<file path="src/rtl/bresenham_line_rasterizer_assert.svh">
// Assertion macros shared by the rasterizer modules.
`ifndef BRESENHAM_LINE_RASTERIZER_ASSERT_SVH
`define BRESENHAM_LINE_RASTERIZER_ASSERT_SVH

// A condition that must hold at every clock edge outside reset.
`define BRL_ASSERT(lbl, cond, msg) \
  lbl: assert property (@(posedge clk_i) disable iff (!rst_ni) (cond)) \
    else $error(msg);

// A condition in one cycle that implies a consequence in the next.
`define BRL_ASSERT_NEXT(lbl, ante, cons, msg) \
  lbl: assert property (@(posedge clk_i) disable iff (!rst_ni) (ante) |=> (cons)) \
    else $error(msg);

`endif

</file>
<file path="src/rtl/brl_pkg.sv">
// Package with the types and constants of the line rasterizer.
package brl_pkg;

  localparam int unsigned CoordW     = 6;
  localparam int unsigned CoordBits  = 6;
  localparam int unsigned QueueDepth = 2;
  localparam int unsigned IncSW      = CoordW + 1;
  localparam int unsigned IncDW      = CoordW + 2;
  localparam int unsigned DecW       = 2 * CoordW + 2;

  typedef struct packed {
    logic [CoordW-1:0] x_start;
    logic [CoordW-1:0] y_start;
    logic [CoordW-1:0] x_end;
    logic [CoordW-1:0] y_end;
  } req_t;

  typedef struct packed {
    logic [CoordW-1:0] pixel_x;
    logic [CoordW-1:0] pixel_y;
    logic              last_pixel;
  } pix_t;

  typedef struct packed {
    logic [CoordW-1:0]      x;
    logic [CoordW-1:0]      y;
    logic [CoordW-1:0]      stop_x;
    logic signed [DecW-1:0] decision;
    logic [IncSW-1:0]       inc_straight;
    logic signed [IncDW-1:0] inc_diagonal;
  } cmd_t;

  typedef struct packed {
    logic valid;
    cmd_t cmd;
  } cmd_head_t;

endpackage

</file>
<file path="src/rtl/brl_front.sv">
// Front end: accepts a line request and derives its start point and increments.
module brl_front #(
  parameter int unsigned COORD_BITS = brl_pkg::CoordBits
) (
  input  logic          push_i,
  input  brl_pkg::req_t req_i,
  input  logic          q_full_i,
  output logic          full_o,
  output logic          q_wr_o,
  output brl_pkg::cmd_t cmd_o
);

  logic [COORD_BITS-1:0] xa, ya, xb, yb;
  logic [COORD_BITS-1:0] dx, dy;
  logic signed [brl_pkg::DecW-1:0] dx_s, dy_s;
  logic signed [brl_pkg::DecW-1:0] diff_s;

  assign xa = req_i.x_start[COORD_BITS-1:0];
  assign ya = req_i.y_start[COORD_BITS-1:0];
  assign xb = req_i.x_end[COORD_BITS-1:0];
  assign yb = req_i.y_end[COORD_BITS-1:0];

  assign dx = (xa > xb) ? (xa - xb) : (xb - xa);
  assign dy = (ya > yb) ? (ya - yb) : (yb - ya);

  assign dx_s   = signed'(brl_pkg::DecW'(dx));
  assign dy_s   = signed'(brl_pkg::DecW'(dy));
  assign diff_s = dy_s - dx_s;

  always_comb begin
    if (xa > xb) begin
      cmd_o.x      = brl_pkg::CoordW'(xb);
      cmd_o.y      = brl_pkg::CoordW'(yb);
      cmd_o.stop_x = brl_pkg::CoordW'(xa);
    end else begin
      cmd_o.x      = brl_pkg::CoordW'(xa);
      cmd_o.y      = brl_pkg::CoordW'(ya);
      cmd_o.stop_x = brl_pkg::CoordW'(xb);
    end
    cmd_o.decision     = (dy_s <<< 1) - dx_s;
    cmd_o.inc_straight = brl_pkg::IncSW'({dy, 1'b0});
    cmd_o.inc_diagonal = brl_pkg::IncDW'(diff_s <<< 1);
  end

  assign full_o = q_full_i;
  assign q_wr_o = push_i && !q_full_i;

endmodule

</file>
<file path="src/rtl/brl_cmd_queue.sv">
// Short queue of prepared line commands between the front and the walker.
`include "bresenham_line_rasterizer_assert.svh"

module brl_cmd_queue #(
  parameter int unsigned DEPTH = brl_pkg::QueueDepth
) (
  input  logic               clk_i,
  input  logic               rst_ni,
  input  logic               wr_i,
  input  brl_pkg::cmd_t      cmd_i,
  output logic               full_o,
  input  logic               rd_i,
  output brl_pkg::cmd_head_t head_o
);

  localparam int unsigned PtrW = (DEPTH > 1) ? $clog2(DEPTH) : 1;
  localparam int unsigned CntW = $clog2(DEPTH + 1);
  localparam logic [PtrW-1:0] LastPtr = PtrW'(DEPTH - 1);
  localparam logic [CntW-1:0] FullCnt = CntW'(DEPTH);

  brl_pkg::cmd_t mem_q [DEPTH];
  logic [PtrW-1:0] wr_ptr_q, wr_ptr_d;
  logic [PtrW-1:0] rd_ptr_q, rd_ptr_d;
  logic [CntW-1:0] count_q, count_d;

  always_comb begin
    wr_ptr_d = wr_ptr_q;
    rd_ptr_d = rd_ptr_q;
    count_d  = count_q;
    if (wr_i) begin
      wr_ptr_d = (wr_ptr_q == LastPtr) ? '0 : wr_ptr_q + 1'b1;
    end
    if (rd_i) begin
      rd_ptr_d = (rd_ptr_q == LastPtr) ? '0 : rd_ptr_q + 1'b1;
    end
    if (wr_i && !rd_i) begin
      count_d = count_q + 1'b1;
    end else if (rd_i && !wr_i) begin
      count_d = count_q - 1'b1;
    end
  end

  always_ff @(posedge clk_i or negedge rst_ni) begin
    if (!rst_ni) begin
      wr_ptr_q <= '0;
      rd_ptr_q <= '0;
      count_q  <= '0;
    end else begin
      wr_ptr_q <= wr_ptr_d;
      rd_ptr_q <= rd_ptr_d;
      count_q  <= count_d;
    end
  end

  always_ff @(posedge clk_i) begin
    if (wr_i) begin
      mem_q[wr_ptr_q] <= cmd_i;
    end
  end

  assign full_o       = (count_q == FullCnt);
  assign head_o.valid = (count_q != '0);
  assign head_o.cmd   = mem_q[rd_ptr_q];

  `BRL_ASSERT(a_count_bound, count_q <= FullCnt, "Command queue count beyond its depth.")
  `BRL_ASSERT(a_no_overflow, !(wr_i && full_o), "Command written into a full queue.")
  `BRL_ASSERT(a_no_underflow, !(rd_i && !head_o.valid), "Command read from an empty queue.")

endmodule

</file>
<file path="src/rtl/brl_walker.sv">
// Back end: steps along one line per command and emits one pixel per beat.
`include "bresenham_line_rasterizer_assert.svh"

module brl_walker #(
  parameter int unsigned COORD_BITS = brl_pkg::CoordBits
) (
  input  logic               clk_i,
  input  logic               rst_ni,
  input  brl_pkg::cmd_head_t head_i,
  output logic               rd_o,
  output logic               empty_o,
  input  logic               pop_i,
  output brl_pkg::pix_t      pix_o
);

  localparam logic [brl_pkg::CoordW-1:0] YMax =
    brl_pkg::CoordW'((1 << COORD_BITS) - 1);

  logic                            busy_q, busy_d;
  logic                            out_valid_q, out_valid_d;
  brl_pkg::pix_t                   out_q;
  logic [brl_pkg::CoordW-1:0]      cur_x_q, cur_y_q, stop_x_q;
  logic signed [brl_pkg::DecW-1:0] dec_q;
  logic [brl_pkg::IncSW-1:0]       inc_s_q;
  logic signed [brl_pkg::IncDW-1:0] inc_d_q;
  logic                            step, last, load;

  assign step = busy_q && (!out_valid_q || pop_i);
  assign last = (cur_x_q >= stop_x_q);
  assign load = head_i.valid && (!busy_q || (step && last));
  assign rd_o = load;

  always_comb begin
    busy_d = busy_q;
    if (load) begin
      busy_d = 1'b1;
    end else if (step && last) begin
      busy_d = 1'b0;
    end
    out_valid_d = out_valid_q;
    if (step) begin
      out_valid_d = 1'b1;
    end else if (pop_i) begin
      out_valid_d = 1'b0;
    end
  end

  always_ff @(posedge clk_i or negedge rst_ni) begin
    if (!rst_ni) begin
      busy_q      <= 1'b0;
      out_valid_q <= 1'b0;
    end else begin
      busy_q      <= busy_d;
      out_valid_q <= out_valid_d;
    end
  end

  always_ff @(posedge clk_i) begin
    if (step) begin
      out_q.pixel_x    <= cur_x_q;
      out_q.pixel_y    <= cur_y_q;
      out_q.last_pixel <= last;
    end
    if (load) begin
      cur_x_q  <= head_i.cmd.x;
      cur_y_q  <= head_i.cmd.y;
      stop_x_q <= head_i.cmd.stop_x;
      dec_q    <= head_i.cmd.decision;
      inc_s_q  <= head_i.cmd.inc_straight;
      inc_d_q  <= head_i.cmd.inc_diagonal;
    end else if (step && !last) begin
      cur_x_q <= cur_x_q + 1'b1;
      if (dec_q[brl_pkg::DecW-1]) begin
        dec_q <= dec_q + signed'(brl_pkg::DecW'(inc_s_q));
      end else begin
        if (cur_y_q < YMax) begin
          cur_y_q <= cur_y_q + 1'b1;
        end
        dec_q <= dec_q + brl_pkg::DecW'(inc_d_q);
      end
    end
  end

  assign empty_o = !out_valid_q;
  assign pix_o   = out_q;

  `BRL_ASSERT(a_x_in_range, !busy_q || (cur_x_q <= stop_x_q),
              "Walker has passed the end of its line.")
  `BRL_ASSERT_NEXT(a_last_ends_line, step && last && !load, !busy_q,
                   "Walker still busy after the final pixel.")
  `BRL_ASSERT_NEXT(a_x_advances, step && !last && !load, cur_x_q == $past(cur_x_q) + 1'b1,
                   "Walker x did not advance by one column.")

endmodule

</file>
<file path="src/rtl/bresenham_line_rasterizer.sv">
// Top level of the line rasterizer: front end, command queue and walker.
//
// The block takes line requests on a queue-style input: a request beat is
// taken at a rising edge where push is high and full is low. Each request
// carries two endpoints and produces dx + 1 pixel beats, from the endpoint
// with the smaller x to the larger x, with the final pixel flagged.
// Pixels leave on a queue-style output: the oldest pixel is shown while
// empty is low and is taken at an edge where pop is high.
// A request passes into a short command queue; the walker then loads it
// into its position registers and registers each pixel into the pixel
// register. The walker produces one pixel per cycle while the receiver
// takes them, and a line of up to 64 pixels is followed by the next queued
// line without a gap. The walker's single stepping loop sets this rate.
// When the receiver stalls, the pixel register holds its beat and the
// walker waits; requests still enter until the command queue is full.
// Reset clears the queue and the walker; no pixel is pending after it.
module bresenham_line_rasterizer #(
  parameter int unsigned COORD_BITS  = brl_pkg::CoordBits,
  parameter int unsigned QUEUE_DEPTH = brl_pkg::QueueDepth
) (
  input  logic          clk_i,
  input  logic          rst_ni,
  input  logic          push,
  output logic          full,
  input  brl_pkg::req_t req_i,
  output logic          empty,
  input  logic          pop,
  output brl_pkg::pix_t pix_o
);

  logic               q_full, q_wr, q_rd;
  brl_pkg::cmd_t      cmd;
  brl_pkg::cmd_head_t head;

  brl_front #(
    .COORD_BITS(COORD_BITS)
  ) u_front (
    .push_i   (push),
    .req_i    (req_i),
    .q_full_i (q_full),
    .full_o   (full),
    .q_wr_o   (q_wr),
    .cmd_o    (cmd)
  );

  brl_cmd_queue #(
    .DEPTH(QUEUE_DEPTH)
  ) u_queue (
    .clk_i  (clk_i),
    .rst_ni (rst_ni),
    .wr_i   (q_wr),
    .cmd_i  (cmd),
    .full_o (q_full),
    .rd_i   (q_rd),
    .head_o (head)
  );

  brl_walker #(
    .COORD_BITS(COORD_BITS)
  ) u_walker (
    .clk_i   (clk_i),
    .rst_ni  (rst_ni),
    .head_i  (head),
    .rd_o    (q_rd),
    .empty_o (empty),
    .pop_i   (pop),
    .pix_o   (pix_o)
  );

endmodule
</file>
<file path="config.mk">
export PLATFORM = sky130hd
export DESIGN_NAME = bresenham_line_rasterizer
export DESIGN_NICKNAME = d
export VERILOG_FILES = /design/src/rtl/brl_pkg.sv /design/src/rtl/brl_front.sv /design/src/rtl/brl_cmd_queue.sv /design/src/rtl/brl_walker.sv /design/src/rtl/bresenham_line_rasterizer.sv
export VERILOG_INCLUDE_DIRS = /design/src /design/src/rtl
export SDC_FILE = /design/constraint.sdc
export NUM_CORES = 1
export LEC_CHECK = 0
export BUFFER_PORTS_ARGS = -buffer_cell sky130_fd_sc_hd__buf_2
export CAP_MARGIN = 0
export CORE_ASPECT_RATIO = 0.6
export CORE_MARGIN = 2
export CORE_UTILIZATION = 60
export DETAILED_ROUTE_END_ITERATION = 6
export PLACE_DENSITY = 0.82
export SLEW_MARGIN = 5
export SYNTH_ARGS = -nofsm -noshare
export SYNTH_HDL_FRONTEND = slang
export SYNTH_HIERARCHICAL = 1
export SYNTH_SLANG_ARGS = --single-unit
export TNS_END_PERCENT = 100
</file>
<file path="constraint.sdc">
create_clock -name clk_i -period 4.3 [get_ports clk_i]
set_input_delay 0.43 -clock clk_i [delete_from_list [all_inputs] [get_ports clk_i]]
set_output_delay 0.43 -clock clk_i [all_outputs]
set_load 0.01 [all_outputs]
</file>
Word-level counts from Yosys, hierarchy flattened
Memories as Yosys holds them, arrays and structs flattened.
Index checks and enable logic that the tools add are counted.
- mux-type cells: 22
- equality and inequality tests: 2
- reductions and logical operators: 22
- $lt $le $gt $ge: 4
- add/sub/neg operators: 14
- operators with widths (operator ; count):
    2-to-1 mux 6 bit ; 8
    2-to-1 mux 14 bit ; 3
    adder 14 x 8 -> 14 bit ; 2
    subtractor 6 bit ; 4
    2-to-1 mux 18 bit ; 1
    adder 6 x 1 -> 6 bit, second input constant ; 2
    > comparator 6 bit ; 2
    nonzero test 2 bit ; 6
    2-to-1 mux 1 bit ; 8
    subtractor 7 x 6 -> 8 bit ; 1
    logical AND 1 bit ; 7
    subtractor 6 x 6 -> 7 bit ; 1
    >= comparator 6 bit ; 1
    logical NOT 1 bit ; 6
    less-than comparator 6 bit, second input constant ; 1
    2-to-1 mux 2 bit ; 2
    AND reduction 3 bit ; 1
    adder 1 bit, second input constant ; 2
    adder 2 x 1 -> 2 bit, second input constant ; 1
    == test 2 bit, second input constant ; 1
    logical OR 1 bit ; 2
    inequality test 2 bit, second input constant ; 1
    subtractor 2 x 1 -> 2 bit, second input constant ; 1
- memory bits (writable): 90
- bits of input ports: 28
- output and inout port bits: 15
- register bits after elaboration: 66
- memories: 1
- memory list (name ; depth ; width ; read ports ; clocked after Yosys merged registers in ; write ports ; RTL line ; source):
    u_queue.mem_q ; 2 ; 45 ; 1 ; 0 ; 1 ; brl_cmd_queue.sv:21 ; brl_pkg::cmd_t mem_q [DEPTH];

Logic depth before layout (Yosys ltp)
Gate-level depths: netlist (run 1).
- depth in word-level cells: 9
- mapped depth: 17

Cells and area by module
The synthesis (run 1) kept the hierarchy.
- by module, submodules not included (module ; sequential area each (sq um) ; cells each ; area each (sq um) ; instances):
    brl_cmd_queue ; 2922.8 ; 162 ; 3659.8 ; 1
    brl_walker ; 1851.8 ; 264 ; 3313.2 ; 1
    brl_front ; 0.0 ; 238 ; 1731.7 ; 1

Worst setup path after synthesis (run 1)
No wires, ideal clock.
- path type: input -> register
- start point: input port req_i[12] (netlist bit)
- end point: memory u_queue/mem_q[0][21] (netlist bit), data pin
- stages: 17
- slack: 0.528 ns
- data arrival time: 3.498 ns
- path buffers: 1
- library setup time: 0.274 ns
- cells stage by stage: inv_1 > ha_1 > inv_1 > fa_1 > a211o_1 > o2111ai_1 > a32o_1 > buf_6 > mux2i_1 > o221ai_1 > xor2_1 > ha_1 > nand2_1 > nor4_1 > or4_4 > a21oi_2 > xor2_1
- RTL lines (item ; RTL line ; source):
    from (decl) ; bresenham_line_rasterizer.sv:25 ; input brl_pkg::req_t req_i,
    to (decl) ; brl_cmd_queue.sv:21 ;

==> results of run 1 <==
cell usage in the layout (no fill, tap or decap), drive strengths merged, types with 3 or more instances in the layout:
master,instances
maj3,3
dfrtp,6
clkbuf,18
inv,59
nand3,14
o21ai,31
o21a,5
a21o,11
a2111oi,3
mux2,72
buf,52
o31ai,5
clkinv,4
nand2,41
nor3,13
nor2b,8
ha,53
or2,5
nand2b,3
and3,3
xnor2,26
xor2,11
nor2,20
a21oi,41
fa,5
a31oi,3
a211oi,7
mux2i,9
a21boi,4
o21bai,4
edfxtp,154
cell type report:
cell class | instances | area share (%)
tap | 198 | 2.56
sequential | 160 | 49.4
inverter | 53 | 2.11
clock inverter | 13 | 1.57
multi-input combinational | 428 | 36.9
clock buffer | 18 | 4.44
timing repair buffer | 53 | 3.05
power by group through the flow:
stage | combinational [mW] | clock (mW) | sequential, mW
3_3_place_gp | 3.42 | 0 | 3.02
5_1_grt | 4.01 | 1.58 | 3.09
3_5_place_dp | 3.57 | 0 | 3.05
2_1_floorplan | 2.86 | 0 | 2.94
6_report | 3.63 | 1.48 | 3.02
4_1_cts | 3.62 | 1.51 | 3.03
layer usage:
layer | global-route usage (%) | routed length [um]
met2 | 33.0 | 7130
met3 | 4.61 | 1110
met5 | 0 | 0
met1 | 35.5 | 8370
met4 | 7.27 | 259
state kept, by name, indices dropped and copies added (netlist names):
name and count:
u_walker/inc_d_q 8, u_queue/count_q 2, u_walker/inc_s_q 7, u_walker/cur_y_q 6
u_queue/mem_q 94, u_walker/pix_o 13, u_walker/out_valid_q 1, u_walker/busy_q 1
u_queue/wr_ptr_q 1, u_walker/stop_x_q 6, u_walker/cur_x_q 6, u_walker/dec_q 14
u_queue/rd_ptr_q 1
how the worst max path moves through the flow:
stage	from	endpoint	slack, ns	depth (start not counted)
after floorplan	req_i[12]	u_queue/mem_q[0][21]	0.53	17
after global placement	req_i[12]	u_queue/mem_q[0][21]	0.12	17
after detailed placement	req_i[12]	u_queue/mem_q[1][21]	-0.004	17
after CTS	req_i[12]	u_queue/mem_q[0][21]	0.41	17
after global routing	req_i[12]	u_queue/mem_q[1][21]	0.07	17
final	req_i[12]	u_queue/mem_q[0][21]	0.37	17
cells by family after synthesis:
family | count (synthesis)
flip-flops | 160
multiplexers | 81
other | 1
adder cells (fa/ha/maj) | 61
buffers and inverters | 77
AND/OR/NAND/NOR | 117
XOR/XNOR | 37
AO/OA/AOI/OAI | 130
metrics by stage:
step / total power [mW] / setup TNS, ns / utilization [%] / setup slack, ns
after detailed placement: 6.62 / -0.00861 / 63.3 / -0.00431
final: 8.14 / 0 / 67.5 / 0.366
after CTS: 8.15 / 0 / 67.5 / 0.409
after floorplan: 5.80 / 0 / - / 0.528
after global placement: 6.44 / 0 / 63.3 / 0.117
after global routing: 8.68 / 0 / 67.5 / 0.0745
==> metrics.log, run 1 <==
[metrics] min-delay worst type: input pin to flip-flop
[metrics] r2r endpoint: u_walker/dec_q[10]
[metrics] Power per Cell Area: about 840 nW/um^2
[metrics] dpl hpwl: 12200 um
[metrics] element type at the critical path end: flip-flop
[metrics] R2R setup slack: approximately 0.9 ns
[metrics] total internal power: ~5.2 mW
[metrics] proportion of synthesized area in mux cells: approximately 11%
[metrics] part of the power in the clock network: a little under a fifth
[metrics] length in cells of the worst reg-to-reg path: 8
[metrics] transition at the pin with the smallest max-transition slack: 1.20 ns
[metrics] number of cells upsized or downsized after cts: 0
[metrics] synth cell count leaders: 154 x sky130_fd_sc_hd__edfxtp_1, 53 x sky130_fd_sc_hd__ha_1, 51 x sky130_fd_sc_hd__mux2_2, 50 x sky130_fd_sc_hd__inv_1, 40 x sky130_fd_sc_hd__nand2_1
[metrics] leading cell type by number of instances after synthesis: sky130_fd_sc_hd__edfxtp_1
[metrics] ant diodes: 0
[metrics] Post-CTS Hold Fix Bufs: 1
[metrics] area of combinational cells with multiple inputs: between 3000 and 4000 um^2
[metrics] launch point of the worst hold path: pop
[metrics] leakage power total: ~3.8 nW
[metrics] Initial Utilization: around three fifths
[metrics] Wirelength per Cell: around 18 um
[metrics] P&R area growth vs syn: 11.1%
[metrics] final hold slack: 0.203 ns
[metrics] Die Span X: 159 um
[metrics] Sinks on Clock Net: 160
[metrics] area share of xor/xnor cells in the synthesized design: between 3 and 4%
[metrics] total clock buffers created by CTS: 17
[metrics] core area: 14300 um^2
[metrics] CTS tree: yes
[metrics] maximum resistive drop on vdd: 388 uV
[metrics] min Tclk post-route: just under 4 ns
[metrics] Synth area leaders: sky130_fd_sc_hd__edfxtp_1 53%, sky130_fd_sc_hd__ha_1 7.6%, sky130_fd_sc_hd__mux2_2 6.6%
[metrics] slew margin rel.: ~20%
[metrics] first-pass iteration count of the detailed router: 5
[metrics] fraction of power spent switching nets: between 30% and 40%
[metrics] leading area contributor after synthesis: sky130_fd_sc_hd__edfxtp_1
[metrics] arrival time at the worst endpoint: approximately 4.2 ns
[metrics] Worst Clk Skew: approximately 0.013 ns
[metrics] number of violations reported at the end of detailed-routing iteration 0: between 300 and 400
[metrics] number of synthesized flops with an enable pin: about 150
[metrics] Cells after DPL: 891
[metrics] design area: 9670 um^2
[metrics] FF+latch count, synth: between 150 and 200
[metrics] post-synthesis cell type count: 70
[metrics] total length of routed wires: between 15000 and 20000 um
[metrics] class of the most critical setup path: input pin to flip-flop
[metrics] Final Hold Viols: 0
[metrics] die area: 15500 um^2
[metrics] post-synthesis cell count: 664
[metrics] via count of the first global-routing pass: approximately 5200
[metrics] compound-gate portion of the synthesized area: 9.86%
[metrics] final instance count without filler cells: slightly above 900
[metrics] number of buffers on the longest clock path: 2
[metrics] proportion of synthesized flip-flops having asynchronous set or reset: 3.75%
[metrics] sequential element share of the synthesized area: a little over half
[metrics] drt drc: 0
[metrics] Skew-Pair Late Insertion Delay: 0.42 ns
[metrics] delay of the slowest cell on the worst path: about 0.52 ns
[metrics] final RePlAce weighted congestion: 0.939
[metrics] pin count of the biggest net entering global routing: 48
[metrics] Vias per Instance: ~5.8
[metrics] final-report max-slew violation count: 0
[metrics] cell at the root of the clock tree: sky130_fd_sc_hd__clkbuf_16
[metrics] cell class contributing the biggest share of worst-path delay: compound AO/OA/AOI/OAI gates
[metrics] Max-Cap Viols: 0
[metrics] number of antenna violations at the first check in global routing: 0
[metrics] mean cell area of the mapped netlist: between 10 and 15 um^2
[metrics] library cell contributing the largest single delay on the critical path: sky130_fd_sc_hd__or4_4
[metrics] Final nets: approximately 800
[metrics] max frequency: 254 MHz
[metrics] buffer count from post-CTS setup fixing: 0
[metrics] number of cell rows: 34
[metrics] hold path depth: 2
[metrics] beginning of the worst register-to-register path: u_walker/dec_q[13]
[metrics] number of input and output port buffers inserted: 42
[metrics] unrepaired setup endpoints after global routing: false
[metrics] Adder-Cell Fraction of Synth Area: 9.14%
[metrics] final antenna-violating net count: 0
[metrics] die outline height: between 90 and 100 um
[metrics] sequential group share of total power: approximately 37%
[metrics] via count of the routed design: 5356
[metrics] combinational family with the most area after synthesis: multiplexers
[metrics] Worst Path Required: 4.55 ns
[metrics] # H-tree levels: 4
[metrics] buffers and inverters on the worst path: 3
[metrics] Congestion Overflow GR: 0
[metrics] post-route fraction of the period consumed by the critical path: 91.5%
[metrics] crit-path max FO: 7
[metrics] num ports: 43
[metrics] filler cell count: 984
[metrics] top_reg_cell synth: sky130_fd_sc_hd__edfxtp_1
[metrics] startpoint class of the critical path: input pin
[metrics] clock slew at reported path FFs: roughly 0.07 ns
[metrics] number of setup violations in the final report: 0
[metrics] Worst Hold Path EP: u_walker/out_valid_q
[metrics] switching component of the power: between 2 and 3 mW
[metrics] top-area cell type share of the netlist area: ~53%
[metrics] fraction of final layout cells with drive strength greater than 1: about 25%
[metrics] first-pass GRT wire length: around 28000 um
[metrics] post-detailed-placement cell area: 9080 um^2
[metrics] count of synthesis-stage warnings from yosys: 6
[metrics] combinational fraction of design power: 44.6%
[metrics] status: finished clean
[metrics] All-Layer GR Usage: a little under a quarter
[metrics] combined area of all synthesized cells: 8700 um^2
[metrics] CP Cell Sequence: buf_2, inv_1, ha_1, inv_1, fa_1, a211o_1, o2111ai_1, a32o_1, mux2i_1, o221ai_1, xor2_1, ha_1, nand2_1, nor4_1, or4_4, a21oi_2, xor2_1
[metrics] Register Area: about 4800 um^2
[metrics] Post-Synth Simple-Gate Area: about 6.7%
(Power assumes the default switching activity.)
==> run 2: changes to the inputs <==
Settings changed: CTS_BUF_LIST set to sky130_fd_sc_hd__clkbuf_16, CTS_CLUSTER_SIZE set to 8.
==> run 2 against run 1 <==
Compared with the run above: global-route usage did not move; maximum frequency about the same; routed wire length down 0.17%; cell count stayed put; die area unchanged; critical path type unchanged.
==> metrics.log, run 2 (same netlist as run 1, synthesis figures left out) <==
[metrics] Met3 Routed Length: 1070 um (-3.8%)
[metrics] post-route setup slack: 0.365 ns (-0.000211 ns)
[metrics] final-report max-slew violation count: 0 (unchanged)
[metrics] final RePlAce weighted congestion: 0.939 (unchanged)
[metrics] delay of the slowest cell on the worst path: 0.52 ns (about the same)
[metrics] first-pass iteration count of the detailed router: 5 (unchanged)
[metrics] startpoint class of the critical path: input pin
[metrics] crit-path max FO: 7 (unchanged)
[metrics] core area: 14300 um^2 (unchanged)
[metrics] ant diodes: 0 (unchanged)
[metrics] Met1 Wirelength: 8420 um (+0.63%)
[metrics] Worst Clk Skew: 0.0131 ns (+0.000107 ns)
[metrics] Die Span X: 159 um (unchanged)
[metrics] hold path depth: 2 (unchanged)
[metrics] CTS tree: yes
[metrics] launch point of the worst hold path: pop
[metrics] library cell contributing the largest single delay on the critical path: sky130_fd_sc_hd__or4_4
[metrics] maximum resistive drop on vdd: 388 uV (about the same)
[metrics] Vias per Instance: 5.80 (about the same)
[metrics] number of flip-flops in the largest register: 94 (unchanged)
[metrics] number of buffers on the longest clock path: 2 (unchanged)
[metrics] clock slew at reported path FFs: 0.07 ns (about the same)
[metrics] via count of the first global-routing pass: 5234 (unchanged)
[metrics] unrepaired setup endpoints after global routing: false
[metrics] status: finished clean
[metrics] P&R area growth vs syn: 11.1% (unchanged)
[metrics] number of input and output port buffers inserted: 42 (unchanged)
[metrics] num ports: 43 (unchanged)
[metrics] post-detailed-placement cell area: 9080 um^2 (unchanged)
[metrics] max frequency: 254 MHz (about the same)
[metrics] beginning of the worst register-to-register path: u_walker/dec_q[13]
[metrics] filler cell count: 984 (unchanged)
[metrics] number of setup violations in the final report: 0 (unchanged)
[metrics] Wirelength per Cell: 18.2 um (-0.17%)
[metrics] Worst Path Required: 4.55 ns (about the same)
[metrics] Final nets: 799 (unchanged)
[metrics] most common cell after layout, fill and taps aside: sky130_fd_sc_hd__edfxtp_1
[metrics] topmost layer with routed signal wires: met4
[metrics] final antenna-violating net count: 0 (unchanged)
[metrics] Cells after DPL: 891 (unchanged)
[metrics] pin count of the biggest net entering global routing: 48 (unchanged)
[metrics] Worst Hold Path EP: u_walker/out_valid_q
[metrics] share of the core filled with cells: 67.5% (unchanged)
[metrics] drt drc: 0 (unchanged)
[metrics] length in cells of the worst reg-to-reg path: 8 (unchanged)
[metrics] arrival time at the worst endpoint: 4.18 ns (about the same)
[metrics] leakage power total: 3.80 nW (+0.11%)
[metrics] design area: 9670 um^2 (unchanged)
[metrics] Congestion Overflow GR: 0 (unchanged)
[metrics] Max-Cap Viols: 0 (unchanged)
[metrics] number of cell rows: 34 (unchanged)
[metrics] class of the most critical setup path: input pin to flip-flop
[metrics] post-route fraction of the period consumed by the critical path: 91.5% (about the same)
[metrics] element type at the critical path end: flip-flop
[metrics] number of cells on the critical path: 17 (unchanged)
[metrics] via count of the routed design: 5354 (-0.037%)
[metrics] All-Layer GR Usage: 23.1% (unchanged)
[metrics] commonest cells after routing, fill and taps aside: 154 x sky130_fd_sc_hd__edfxtp_1, 53 x sky130_fd_sc_hd__ha_1, 51 x sky130_fd_sc_hd__inv_1, 51 x sky130_fd_sc_hd__mux2_2, 42 x sky130_fd_sc_hd__buf_2
[metrics] cell class contributing the biggest share of worst-path delay: compound AO/OA/AOI/OAI gates
[metrics] number of violations reported at the end of detailed-routing iteration 0: 365 (-0.27%)
[metrics] Skew-Pair Late Insertion Delay: 0.42 ns (about the same)
[metrics] dpl hpwl: 12200 um (unchanged)
[metrics] Initial Utilization: 60.7% (unchanged)
[metrics] Power per Cell Area: 841 nW/um^2 (about the same)
[metrics] total clock buffers created by CTS: 17 (unchanged)
[metrics] pre-CTS worst setup slack: -0.00431 ns (unchanged)
[metrics] transition at the pin with the smallest max-transition slack: 1.20 ns (+0.00381 ns)
[metrics] number of antenna violations at the first check in global routing: 0 (unchanged)
[metrics] buffers and inverters on the worst path: 3 (unchanged)
[metrics] R2R setup slack: 0.89 ns (about the same)
[metrics] slew margin rel.: 20.0% (-0.25 points)
[metrics] total length of routed wires: 16800 um (-0.17%)
[metrics] min Tclk post-route: 3.93 ns (+0.000211 ns)
[metrics] final hold slack: 0.202 ns (-0.000771 ns)
[metrics] first-pass GRT wire length: 27700 um (unchanged)
[metrics] r2r endpoint: u_walker/dec_q[10]
[metrics] # H-tree levels: 4 (unchanged)
[metrics] CP Cell Sequence: buf_2, inv_1, ha_1, inv_1, fa_1, a211o_1, o2111ai_1, a32o_1, mux2i_1, o221ai_1, xor2_1, ha_1, nand2_1, nor4_1, or4_4, a21oi_2, xor2_1
[metrics] overall power consumption: 8.13 mW (about the same)
[metrics] min-delay worst type: input pin to flip-flop
[metrics] die area: 15500 um^2 (unchanged)
[metrics] Total Neg Setup Slack: 0 ns (unchanged)
[metrics] final instance count without filler cells: 923 (unchanged)
[metrics] die outline height: 97.3 um (unchanged)
[metrics] largest register by flop count: u_queue/mem_q
[metrics] Sinks on Clock Net: 160 (unchanged)
[metrics] wire length on met2: 7100 um (-0.43%)
[metrics] cell at the root of the clock tree: sky130_fd_sc_hd__clkbuf_16
[metrics] buffer count from post-CTS setup fixing: 0 (unchanged)
[metrics] fraction of final layout cells with drive strength greater than 1: 24.6% (unchanged)
[metrics] Final Hold Viols: 0 (unchanged)
==> run 2: final cells by class <==
class                   instances  area, um^2  share of cell area, %
clock buffers                  17         425                   4.40
clock inverters                14         155                   1.60
inverters                      53         204                   2.11
multi-input cells             428        3570                   36.9
flip-flops and latches        160        4780                   49.4
well taps                     198         248                   2.56
repair buffers                 53         295                   3.05
==> run 2: per-layer routing <==
| layer | GRT usage [%] | vias up |
|---|---|---|
| met5 | 0 | - |
| met3 | 4.61 | 21 |
| met2 | 33.0 | 171 |
| met1 | 35.5 | 2607 |
| li1 | - | 2555 |
| met4 | 7.27 | 0 |
==> run 2: worst max-delay path by stage <==
stage | from | to | slack [ns]
2_1_floorplan | req_i[12] | u_queue/mem_q[0][21] | 0.53
3_5_place_dp | req_i[12] | u_queue/mem_q[1][21] | -0.004
6_report | req_i[12] | u_queue/mem_q[0][21] | 0.37
4_1_cts | req_i[12] | u_queue/mem_q[0][21] | 0.41
5_1_grt | req_i[12] | u_queue/mem_q[1][21] | 0.07
3_3_place_gp | req_i[12] | u_queue/mem_q[0][21] | 0.12
==> run 2: power breakdown <==
group	internal [mW]	total (mW)	switching [mW]
registers	2.72	3.03	0.308
logic	1.61	3.63	2.02
clock network	0.863	1.48	0.618
==> run 2: repair_timing <==
| action | 4_1_cts | 5_1_grt |
|---|---|---|
| hold buffers | 1 | 0 |
| gates resized for setup | 0 | 0 |
| hold endpoints to repair | 6 | 0 |
==> run 2: worst reg2reg max path, stage by stage, from the launching register on <==
cell                       delay, ns
sky130_fd_sc_hd__edfxtp_1       0.69
sky130_fd_sc_hd__mux2_2         0.41
sky130_fd_sc_hd__ha_1           0.20
sky130_fd_sc_hd__fa_1           0.46
sky130_fd_sc_hd__a211oi_1       0.34
sky130_fd_sc_hd__o21ai_0        0.29
sky130_fd_sc_hd__a21boi_0       0.36
sky130_fd_sc_hd__a21oi_1        0.12
sky130_fd_sc_hd__mux2_2         0.28
